--- src/rtl/core/scasc_pkg.sv ---
// Shared types, constants and key maps for the scan-code to ASCII queue.
package scasc_pkg;

   localparam int FIFO_DEPTH_DEFAULT = 256;

   localparam int unsigned MAP_LEN = 58;
   localparam logic [7:0] CODE_PREFIX = 8'hE0;
   localparam logic [7:0] CODE_LSHIFT = 8'h2A;
   localparam logic [7:0] CODE_RSHIFT = 8'h36;
   localparam logic [7:0] BREAK_BIT   = 8'h80;
   localparam logic [7:0] CODE_UP     = 8'h48;
   localparam logic [7:0] CODE_DOWN   = 8'h50;
   localparam logic [6:0] CHAR_UP     = 7'h11;
   localparam logic [6:0] CHAR_DOWN   = 7'h12;

   typedef enum logic {
      OP_SCAN = 1'b0,
      OP_POP  = 1'b1
   } opcode_type;

   typedef struct packed {
      opcode_type  opcode;
      logic [7:0]  scan_byte;
   } req_type;

   typedef struct packed {
      logic        char_valid;
      logic [6:0]  char_out;
      logic        available;
      logic        overflow;
   } rsp_type;

   // Per-word queue status for the result register
   typedef struct packed {
      logic pop_ok;
      logic drop;
      logic avail_next;
   } fifo_status_type;

   // US layout, unshifted
   localparam logic [6:0] PLAIN_MAP [0:MAP_LEN-1] = '{
      7'h00, 7'h00, 7'h31, 7'h32, 7'h33, 7'h34, 7'h35, 7'h36, 7'h37, 7'h38,
      7'h39, 7'h30, 7'h2D, 7'h3D, 7'h08, 7'h09, 7'h71, 7'h77, 7'h65, 7'h72,
      7'h74, 7'h79, 7'h75, 7'h69, 7'h6F, 7'h70, 7'h5B, 7'h5D, 7'h0A, 7'h00,
      7'h61, 7'h73, 7'h64, 7'h66, 7'h67, 7'h68, 7'h6A, 7'h6B, 7'h6C, 7'h3B,
      7'h27, 7'h60, 7'h00, 7'h5C, 7'h7A, 7'h78, 7'h63, 7'h76, 7'h62, 7'h6E,
      7'h6D, 7'h2C, 7'h2E, 7'h2F, 7'h00, 7'h2A, 7'h00, 7'h20
   };

   // US layout, shifted
   localparam logic [6:0] UPPER_MAP [0:MAP_LEN-1] = '{
      7'h00, 7'h00, 7'h21, 7'h40, 7'h23, 7'h24, 7'h25, 7'h5E, 7'h26, 7'h2A,
      7'h28, 7'h29, 7'h5F, 7'h2B, 7'h08, 7'h09, 7'h51, 7'h57, 7'h45, 7'h52,
      7'h54, 7'h59, 7'h55, 7'h49, 7'h4F, 7'h50, 7'h7B, 7'h7D, 7'h0A, 7'h00,
      7'h41, 7'h53, 7'h44, 7'h46, 7'h47, 7'h48, 7'h4A, 7'h4B, 7'h4C, 7'h3A,
      7'h22, 7'h7E, 7'h00, 7'h7C, 7'h5A, 7'h58, 7'h43, 7'h56, 7'h42, 7'h4E,
      7'h4D, 7'h3C, 7'h3E, 7'h3F, 7'h00, 7'h2A, 7'h00, 7'h20
   };

endpackage

--- src/rtl/core/scasc_decode.sv ---
// Key state tracking and scan-code to character lookup.
module scasc_decode (
   input  logic       clock,
   input  logic       reset,
   input  logic       fire,
   input  logic [7:0] code,
   output logic [6:0] char_code
);

   logic shift_held_ff, shift_held_in;
   logic ext_pending_ff, ext_pending_in;
   logic [6:0] char_in;

   always_comb begin
      shift_held_in  = shift_held_ff;
      ext_pending_in = ext_pending_ff;
      char_in        = '0;
      priority if (code == scasc_pkg::CODE_PREFIX) begin
         ext_pending_in = 1'b1;
      end else if (code == scasc_pkg::CODE_LSHIFT || code == scasc_pkg::CODE_RSHIFT) begin
         shift_held_in = 1'b1;
      end else if (code == (scasc_pkg::CODE_LSHIFT | scasc_pkg::BREAK_BIT) ||
                   code == (scasc_pkg::CODE_RSHIFT | scasc_pkg::BREAK_BIT)) begin
         shift_held_in = 1'b0;
      end else if ((code & scasc_pkg::BREAK_BIT) != '0) begin
         ext_pending_in = 1'b0;
      end else if (ext_pending_ff) begin
         ext_pending_in = 1'b0;
         if (code == scasc_pkg::CODE_UP) begin
            char_in = scasc_pkg::CHAR_UP;
         end else if (code == scasc_pkg::CODE_DOWN) begin
            char_in = scasc_pkg::CHAR_DOWN;
         end
      end else if (code < 8'(scasc_pkg::MAP_LEN)) begin
         char_in = shift_held_ff ? scasc_pkg::UPPER_MAP[code[5:0]]
                                 : scasc_pkg::PLAIN_MAP[code[5:0]];
      end
   end

   assign char_code = fire ? char_in : '0;

   always_ff @(posedge clock) begin
      if (reset) begin
         shift_held_ff  <= 1'b0;
         ext_pending_ff <= 1'b0;
      end else if (fire) begin
         shift_held_ff  <= shift_held_in;
         ext_pending_ff <= ext_pending_in;
      end
   end

endmodule

--- src/rtl/core/scasc_fifo.sv ---
// Character ring queue with registered read port.
module scasc_fifo #(
   parameter int FIFO_DEPTH = scasc_pkg::FIFO_DEPTH_DEFAULT
) (
   input  logic                        clock,
   input  logic                        reset,
   input  logic                        step,
   input  logic                        pop_req,
   input  logic [6:0]                  push_char,
   output scasc_pkg::fifo_status_type  status,
   output logic [6:0]                  rd_char_ff
);

   localparam int PTR_W = (FIFO_DEPTH > 1) ? $clog2(FIFO_DEPTH) : 1;
   localparam int CNT_W = $clog2(FIFO_DEPTH + 1);

   logic [6:0]       mem [0:FIFO_DEPTH-1];
   logic [PTR_W-1:0] rd_ptr_ff, rd_ptr_in;
   logic [PTR_W-1:0] wr_ptr_ff, wr_ptr_in;
   logic [CNT_W-1:0] count_ff, count_in;
   logic             push_req, full, push_ok, pop_ok;

   assign push_req = step && !pop_req && (push_char != '0);
   assign full     = (count_ff == CNT_W'(FIFO_DEPTH));
   assign push_ok  = push_req && !full;
   assign pop_ok   = step && pop_req && (count_ff != '0);

   always_comb begin
      rd_ptr_in = rd_ptr_ff;
      wr_ptr_in = wr_ptr_ff;
      count_in  = count_ff;
      if (push_ok) begin
         wr_ptr_in = (wr_ptr_ff == PTR_W'(FIFO_DEPTH - 1)) ? '0 : wr_ptr_ff + 1'b1;
         count_in  = count_ff + 1'b1;
      end else if (pop_ok) begin
         rd_ptr_in = (rd_ptr_ff == PTR_W'(FIFO_DEPTH - 1)) ? '0 : rd_ptr_ff + 1'b1;
         count_in  = count_ff - 1'b1;
      end
   end

   assign status.pop_ok     = pop_ok;
   assign status.drop       = push_req && full;
   assign status.avail_next = (count_in != '0);

   always_ff @(posedge clock) begin
      if (reset) begin
         rd_ptr_ff <= '0;
         wr_ptr_ff <= '0;
         count_ff  <= '0;
      end else begin
         rd_ptr_ff <= rd_ptr_in;
         wr_ptr_ff <= wr_ptr_in;
         count_ff  <= count_in;
      end
   end

   always_ff @(posedge clock) begin
      if (push_ok) begin
         mem[wr_ptr_ff] <= push_char;
      end
   end

   // Read data is held while the result word waits
   always_ff @(posedge clock) begin
      if (step) begin
         rd_char_ff <= pop_ok ? mem[rd_ptr_ff] : '0;
      end
   end

endmodule

--- src/rtl/core/scancode_to_ascii_fifo.sv ---
// Top level: scan-code set 1 decoder feeding a character queue.
// Throughput: one word per cycle while rsp_ready drains the response; input register,
//   then decode and queue access in one pass, then the response register (queue read
//   data is registered there).
// Reset (synchronous, active high): clears both stage valids, shift and prefix state
//   and the queue pointers and count. Queue storage is not cleared, no clearing pass.
module scancode_to_ascii_fifo #(
   parameter int FIFO_DEPTH = scasc_pkg::FIFO_DEPTH_DEFAULT
) (
   input  logic                clock,
   input  logic                reset,
   input  logic                req_valid,
   output logic                req_ready,
   input  scasc_pkg::req_type  req_data,
   output logic                rsp_valid,
   input  logic                rsp_ready,
   output scasc_pkg::rsp_type  rsp_data
);

   // Input register stage
   logic                s1_valid_ff, s1_valid_in;
   scasc_pkg::req_type  s1_req_ff;

   // Response register stage (char_out lives in the queue read register)
   logic                rsp_valid_ff, rsp_valid_in;
   logic                rsp_char_valid_ff;
   logic                rsp_available_ff;
   logic                rsp_overflow_ff;

   logic                       advance;
   logic                       is_pop;
   logic [6:0]                 dec_char;
   logic [6:0]                 rd_char;
   scasc_pkg::fifo_status_type fifo_status;

   // A word leaves the input stage whenever the response slot is free or being drained
   assign advance   = s1_valid_ff && (!rsp_valid_ff || rsp_ready);
   assign req_ready = !s1_valid_ff || advance;
   assign is_pop    = (s1_req_ff.opcode == scasc_pkg::OP_POP);

   assign s1_valid_in  = (req_valid && req_ready) ? 1'b1 : (advance ? 1'b0 : s1_valid_ff);
   assign rsp_valid_in = advance ? 1'b1 : ((rsp_valid_ff && rsp_ready) ? 1'b0 : rsp_valid_ff);

   always_ff @(posedge clock) begin
      if (reset) begin
         s1_valid_ff  <= 1'b0;
         rsp_valid_ff <= 1'b0;
      end else begin
         s1_valid_ff  <= s1_valid_in;
         rsp_valid_ff <= rsp_valid_in;
      end
   end

   always_ff @(posedge clock) begin
      if (req_valid && req_ready) begin
         s1_req_ff <= req_data;
      end
   end

   // Shift/prefix tracking only moves on scan-code words
   scasc_decode u_decode (
      .clock     (clock),
      .reset     (reset),
      .fire      (advance && !is_pop),
      .code      (s1_req_ff.scan_byte),
      .char_code (dec_char)
   );

   scasc_fifo #(
      .FIFO_DEPTH (FIFO_DEPTH)
   ) u_fifo (
      .clock      (clock),
      .reset      (reset),
      .step       (advance),
      .pop_req    (is_pop),
      .push_char  (dec_char),
      .status     (fifo_status),
      .rd_char_ff (rd_char)
   );

   always_ff @(posedge clock) begin
      if (advance) begin
         rsp_char_valid_ff <= fifo_status.pop_ok;
         rsp_available_ff  <= fifo_status.avail_next;
         rsp_overflow_ff   <= fifo_status.drop;
      end
   end

   assign rsp_valid           = rsp_valid_ff;
   assign rsp_data.char_valid = rsp_char_valid_ff;
   assign rsp_data.char_out   = rd_char;
   assign rsp_data.available  = rsp_available_ff;
   assign rsp_data.overflow   = rsp_overflow_ff;

endmodule

--- config.mk ---
export PLATFORM = sky130hd
export DESIGN_NAME = scancode_to_ascii_fifo
export DESIGN_NICKNAME = d
export VERILOG_FILES = /design/src/rtl/core/scasc_pkg.sv /design/src/rtl/core/scasc_decode.sv /design/src/rtl/core/scasc_fifo.sv /design/src/rtl/core/scancode_to_ascii_fifo.sv
export SDC_FILE = /design/constraint.sdc
export NUM_CORES = 2
export LEC_CHECK = 0
export ABC_CLOCK_PERIOD_IN_PS = 22300
export BUFFER_PORTS_ARGS = -buffer_cell sky130_fd_sc_hd__buf_2
export CAP_MARGIN = 15
export CORE_MARGIN = 3
export CORE_UTILIZATION = 30
export DETAILED_ROUTE_END_ITERATION = 12
export GPL_ROUTABILITY_DRIVEN = 1
export PLACE_DENSITY = 0.4
export SLEW_MARGIN = 20
export SYNTH_ARGS = -nofsm -noshare
export SYNTH_HDL_FRONTEND = slang
export SYNTH_SLANG_ARGS = --single-unit
export TNS_END_PERCENT = 100
--- constraint.sdc ---
create_clock -name clock -period 22.3 [get_ports clock]
set_input_delay 1.115 -clock clock [delete_from_list [all_inputs] [get_ports clock]]
set_output_delay 1.115 -clock clock [all_outputs]
set_load 0.01 [all_outputs]
* After elaboration in Yosys (flattened, before gate mapping) *
Memories as Yosys holds them, arrays and structs flattened. A register that Yosys moved wholly into a read port is not among the register bits.
Cells that the tools add are included.

storage, ports and cells
  input bits = 13
  output and inout bits = 12
  register bits after elaboration = 41
  memory bits (read-only) = 896
  memory bits (writable) = 1792
  memories kept = 3

cells by class
  reductions and logical operators = 27
  $add $sub $neg = 4
  equal/unequal tests = 12
  bitwise operators = 3
  $lt $le $gt $ge = 2
  muxes and demuxes = 29

memory list
  memory            words  bits a word  rd ports  clocked after Yosys merged registers in  write ports  line                text
  u_fifo.mem        256    7            1         1                                        1            scasc_fifo.sv:17    logic [6:0] mem [0:FIFO_DEPTH-1];
  (name not given)  64     7            1         0                                        0            scasc_decode.sv:36  : scasc_pkg::PLAIN_MAP[code[5:0]];
  (name not given)  64     7            1         0                                        0            scasc_decode.sv:35  char_in = shift_held_ff ? scasc_pkg::UPPER_MAP[code[5:0]]

operators with widths
  kind                                                count
  two-way mux 7 bit                                   13
  == test 8 bit, second input constant                5
  two-way mux 9 bit                                   2
  nonzero test 9 bit                                  2
  adder 8 x 1 -> 8 bit, second input constant         2
  == test 8 x 6 -> 1 bit, second input constant       2
  == test 8 x 7 -> 1 bit, second input constant       2
  two-way mux 8 bit                                   2
  two-way mux 1 bit                                   11
  adder 9 x 1 -> 9 bit, second input constant         1
  == test 9 bit, second input constant                1
  logical AND 1 bit                                   9
  subtractor 9 x 1 -> 9 bit, second input constant    1
  < comparator 8 x 6 -> 1 bit, second input constant  1
  >= comparator 7 bit, second input constant          1
  NOT 6 -> 7 bit                                      1
  nonzero test 7 bit                                  1
  AND reduction 3 bit                                 2
  nonzero test 2 bit                                  3
  zero test 1 bit                                     5
  two-way mux 5 bit                                   1
  logical OR 1 bit                                    4
  != test 2 x 1 -> 1 bit, second input constant       2
  NOT 1 bit                                           2
  AND reduction 2 bit                                 1

* Longest topological paths before layout *
  depth after elaboration = 17
  mapped depth = 14
  depth with buffers taken out = 12

* Hierarchy *
From an unflattened synthesis, not the netlist that was laid out.

second synthesis, totals
  cells, all modules = 3722
  area, all modules = 73102.6 µm²

modules (own cells, without submodules)
  module                  cells each  instances  area an instance (µm²)
  scasc_fifo              3496        1          71285.9
  scasc_decode            200         1          1318.8
  scancode_to_ascii_fifo  26          1          498.0

* Worst setup path before layout *
OpenSTA, ideal clock, no wires.

  path type = input-to-reg
  start point = in rsp_ready
  end point = mem u_fifo.mem[100][0], enable pin
  stages = 10
  arrival time = 11.573 ns
  slack = 10.367 ns
  library setup time = 0.360 ns
  cell sequence = nor2b_1 nor3b_1 nand3b_1 nor4b_2 a31oi_2 a31oi_4 buf_8 nand3_4 buf_6 nor2_1

between the ends
  longest elaborated chain between the ends = 9

ends and longest elaborated chain
  element                                  line                          text
  start, declared                          scancode_to_ascii_fifo.sv:16  input logic rsp_ready,
  logical OR 1 bit                         scancode_to_ascii_fifo.sv:37  assign advance = s1_valid_ff && (!rsp_valid_ff || rsp_ready);
  logical AND 1 bit                        scancode_to_ascii_fifo.sv:37
  logical AND 1 bit                        scancode_to_ascii_fifo.sv:64  .fire (advance && !is_pop),
  two-way mux 7 bit                        scasc_decode.sv:40            assign char_code = fire ? char_in : '0;
  named net dec_char[0]                    scancode_to_ascii_fifo.sv:32  logic [6:0] dec_char;
  nonzero test 7 bit                       scasc_fifo.sv:23              assign push_req = step && !pop_req && (push_char != '0);
  logical AND 1 bit                        scasc_fifo.sv:23
  logical AND 1 bit                        scasc_fifo.sv:25              assign push_ok = push_req && !full;
  two-way mux 1 bit                        scasc_fifo.sv:58              if (push_ok) begin
  two-way mux 1 bit (implied by the code)  scasc_fifo.sv:59              mem[wr_ptr_ff] <= push_char;
  end, declared                            scasc_fifo.sv:17

The timed path passes the listed nets, and every way through them passes these cells.

* Final worst setup path *
  start point = reg s1_req_ff[1] in the netlist's numbering
  end point = mem u_fifo.mem[169][4], enable pin

between the ends
  longest elaborated chain between the ends = 17

ends and longest elaborated chain
  element                                                    line                                    text
  start, declared                                            scancode_to_ascii_fifo.sv:22            scasc_pkg::req_type s1_req_ff;
  start signal, assigned                                     scancode_to_ascii_fifo.sv:56            s1_req_ff <= req_data;
  NOT 6 -> 7 bit (implied by the code)                       scasc_decode.sv:35, scasc_decode.sv:36
  memory (64 x 7 bit), on equally long branches              -
  two-way mux 7 bit, on equally long branches (2 in series)  scasc_decode.sv:36, scasc_decode.sv:35
  two-way mux 7 bit                                          scasc_decode.sv:35
  two-way mux 7 bit                                          scasc_decode.sv:34                      end else if (code < 8'(scasc_pkg::MAP_LEN)) begin
  two-way mux 7 bit                                          scasc_decode.sv:27                      end else if (ext_pending_ff) begin
  two-way mux 7 bit                                          scasc_decode.sv:25                      end else if ((code & scasc_pkg::BREAK_BIT) != '0) begin
  two-way mux 7 bit                                          scasc_decode.sv:22                      end else if (code == (scasc_pkg::CODE_LSHIFT | scasc_pkg::BREAK_BIT) ||
  two-way mux 7 bit                                          scasc_decode.sv:20                      end else if (code == scasc_pkg::CODE_LSHIFT || code == scasc_pkg::CODE_RSHIFT) begin
  two-way mux 7 bit *                                        scasc_decode.sv:18                      priority if (code == scasc_pkg::CODE_PREFIX) begin
  two-way mux 7 bit *                                        scasc_decode.sv:40
  named net dec_char[0]                                      scancode_to_ascii_fifo.sv:32
  nonzero test 7 bit *                                       scasc_fifo.sv:23
  logical AND 1 bit *                                        scasc_fifo.sv:23
  logical AND 1 bit *                                        scasc_fifo.sv:25
  two-way mux 1 bit *                                        scasc_fifo.sv:58
  two-way mux 1 bit (implied by the code) *                  scasc_fifo.sv:59

The timed path passes the listed nets; every way through them passes the cells marked *. The select of a mux whose other input is x is not followed.

==> impl_metrics.env <==
export IMPL_status="completed"
export IMPL_rsz0062_at_grt="false"
export IMPL_seqPwrFrac_pct=51.0
export IMPL_crit_chain="inv_1 > ha_1 > nand4b_1 > o32a_1 > a41oi_1 > nor4b_4 > buf_12 > a31oi_2 > a31oi_4 > buf_4 > nand3_2 > nor2_1"
export IMPL_p_sw_mw=1.619
export IMPL_relSlewSlack_pct=18.59
export IMPL_pwr_share_clk_pct=44.4
export IMPL_grt_usage_pct=17.09
export IMPL_clk_latency_ns=0.83
export IMPL_grt_pass1_vias=38960
export IMPL_regToRegStartpoint="s1_req_ff[1]"
export IMPL_finalHoldViolCount=0
export IMPL_p_sw_share_pct=21.85
export IMPL_intPower_mw=5.790
export IMPL_cp_arrival_ns=6.92
export IMPL_cts_setup_buffers=0
export IMPL_grt_max_degree=176
export IMPL_power_density_mw_per_mm2=88.02
export IMPL_crit_type="reg -> reg"
export IMPL_max_freq_mhz=154.0
export IMPL_final_common_cell="edfxtp_1"
export IMPL_start_util_pct=30.30
export IMPL_cts_resized=0
export IMPL_p_leak_nw=28.33
export IMPL_vias_per_cell=5.126
export IMPL_avgRoutedWirePerCell_um=29.27
export IMPL_cts_root_buf="clkbuf_16"
export IMPL_slowest_stage="nor2_1"
export IMPL_synth_edff_count=1811
export IMPL_areaGrowthSynthToFinish_pct=13.66
export IMPL_worstPathRequired_ns=22.73
export IMPL_die_x_um=502.8
export IMPL_synth_cell_types=84
export IMPL_worst_pin_slew_ns=1.221
export IMPL_layout_min_cycle_time_ns=6.492
export IMPL_die_y_um=502.8
export IMPL_dpl_hpwl_um=127600
export IMPL_regArea_mm2=0.05498
export IMPL_yosysWarnings=0
export IMPL_tns_ns=0
export IMPL_setup_viol=0
export IMPL_fillerInstances=22934
export IMPL_wirelength_um=218000
export IMPL_rows=181
export IMPL_numCtsBuffers=203
export IMPL_clk_pin_slew_ns=0.06
export IMPL_core_area_mm2=0.2444
export IMPL_finalClockSkew_ns=0.03332
export IMPL_synthCells=4047
export IMPL_drt_pass1_iterations=5
export IMPL_period_share_pct=29.11
export IMPL_cts_sinks=1840
export IMPL_globalplace_congestion=0.7595
export IMPL_ys_seq_elements=1840
export IMPL_hold_start="req_data[8]"
export IMPL_cts_max_level=4
export IMPL_antenna_found_initial=17
export IMPL_irDropWorstVdd_uv=64.53
export IMPL_antenna_left=0
export IMPL_synthesis_nets=4079
export IMPL_io_buffer_count=24
export IMPL_ys_flop_type="edfxtp_1"
export IMPL_drv_cap=0
export IMPL_grt_pass1_wl_um=309200
export IMPL_layout_common_cells="edfxtp_1, mux2i_1, nor2_1, mux4_2, clkbuf_16"
export IMPL_yosysSeqAreaShare_pct=74.22
export IMPL_clk_path_buf_depth=3
export IMPL_worstSetupEndpointType="register"
export IMPL_timing_hold_worst_path_depth=1
export IMPL_multi_input_area_mm2=0.01792
export IMPL_worstPathMaxFanout=175
export IMPL_slowest_delay_ns=1.10
export IMPL_rr_worst_depth=12
export IMPL_netlist_area_mm2=0.07405
export IMPL_pin_count=25
export IMPL_p_comb_share_pct=4.6
export IMPL_drtIter0Drc=3667
export IMPL_drive_above_1_share_pct=18.78
export IMPL_critPathLaunch="s1_req_ff[1]"
export IMPL_hold_class="in -> reg"
export IMPL_overflow=0
export IMPL_cts_hold_buf=0
export IMPL_cts_tree="done"
export IMPL_async_reset_ff_share_pct=0
export IMPL_holdWs_ns=0.4610
export IMPL_final_net_count=4109
export IMPL_vias=38185
export IMPL_critPathLaunchType="register"
export IMPL_die_area_mm2=0.2528
export IMPL_syn_area_per_cell_um2=18.30
export IMPL_slew_viol_final=0
export IMPL_drc_errors=0
state kept, by name (all words and copies together) (netlist names):
signal and count:
is_pop 1, rsp_available_ff 1, rsp_char_valid_ff 1, rsp_overflow_ff 1, rsp_valid 1, s1_req_ff 8
s1_valid_ff 1, u_decode.ext_pending_ff 1, u_decode.shift_held_ff 1, u_fifo.count_ff 9, u_fifo.mem 1792, u_fifo.rd_char_ff 7
u_fifo.rd_ptr_ff 8, u_fifo.wr_ptr_ff 8
path summary, 6_finish.rpt:
| path | end | slack (ns) |
|---|---|---|
| worst max-delay path | u_fifo.mem[169][4] | 15.81 |
| worst max register to register | u_fifo.mem[169][4] | 15.81 |
| worst min-delay path | is_pop | 0.46 |
| worst min register to register | rsp_valid | 0.56 |
layer usage:
metal  vias to the layer above  share of wire [%]  track usage [%]
met5                         -             0.0060                0
met4                         2                1.8            3.701
met1                     20329                 46            24.50
li1                      16587                  -                -
met2                       989                 48            27.48
met3                       278                4.8            2.584
critical path: cells and delay by family (launching register included):
family	cells	cell delay, ns
flops	1	0.65
buf+inv	3	1.43
simple gates	4	2.63
fa+ha+maj	1	0.40
compound gates	4	0.86
metrics by stage:
stage | total power [mW] | std cells | cell area [um2] | setup slack (ns) | utilization (%)
after CTS | 7.510 | 7446 | 84160 | 15.63 | 34.44
after global placement | 4.201 | 7067 | 77580 | 15.53 | 31.75
final | 7.409 | 7450 | 84170 | 15.81 | 34.45
after global routing | 7.665 | 7448 | 84170 | 15.33 | 34.44
after floorplan | 4.106 | 4047 | 74050 | 10.37 | -
after detailed placement | 4.203 | 7074 | 77720 | 15.52 | 31.80
logic make-up (layout without fill, tap and decap cells):
kind of cell / Yosys count / count (layout) / share of synthesized area (%)
flops: 1840 / 1840 / 74.22
mux: 688 / 688 / 14.29
compound gates: 624 / 624 / 5.613
simple gates: 575 / 575 / 3.567
buf+inv: 287 / 484 / 1.820
fa+ha+maj: 19 / 19 / 0.3210
xor+xnor: 14 / 14 / 0.1656
other cells: 0 / 4 / 0
synth_stat cells (14+ instances only):
cell type  count  area [um2]
a211oi_1      74       555.5
a21oi_1      159       795.8
and2_1        14       87.58
buf_1         34       127.6
buf_2         72       360.4
buf_4         15       112.6
buf_6         15       168.9
clkbuf_1     131       491.7
dfxtp_1       29       580.6
edfxtp_1    1811       54380
ha_1          19       237.7
inv_1         19       71.32
mux2_2        85       957.2
mux2i_1      316        3163
mux4_2       287        6464
nand2_1      126       473.0
nand3_1       24       120.1
nor2_1       309        1160
nor2b_1       17       106.4
o21ai_0      102       510.5
o221ai_1      99       867.1
o22ai_1      100       625.6
layout make-up:
cell class	instances	share of cell area (%)
antenna	4	0.01189
clock buffer	254	6.338
clock inverter	118	1.317
inverter	19	0.09365
multi-input combinational	1920	21.30
sequential	1840	65.32
tap	3202	4.760
timing repair buffer	93	0.8622
power groups by stage:
stage	Sequential, mW	Clock, mW	Combinational (mW)
global route	3.78	3.52	0.369
global placement	3.85	0	0.349
floorplan	3.84	0	0.267
finish	3.78	3.29	0.342
CTS	3.78	3.38	0.351
detailed placement	3.85	0	0.350
(Power assumes the default switching activity.)
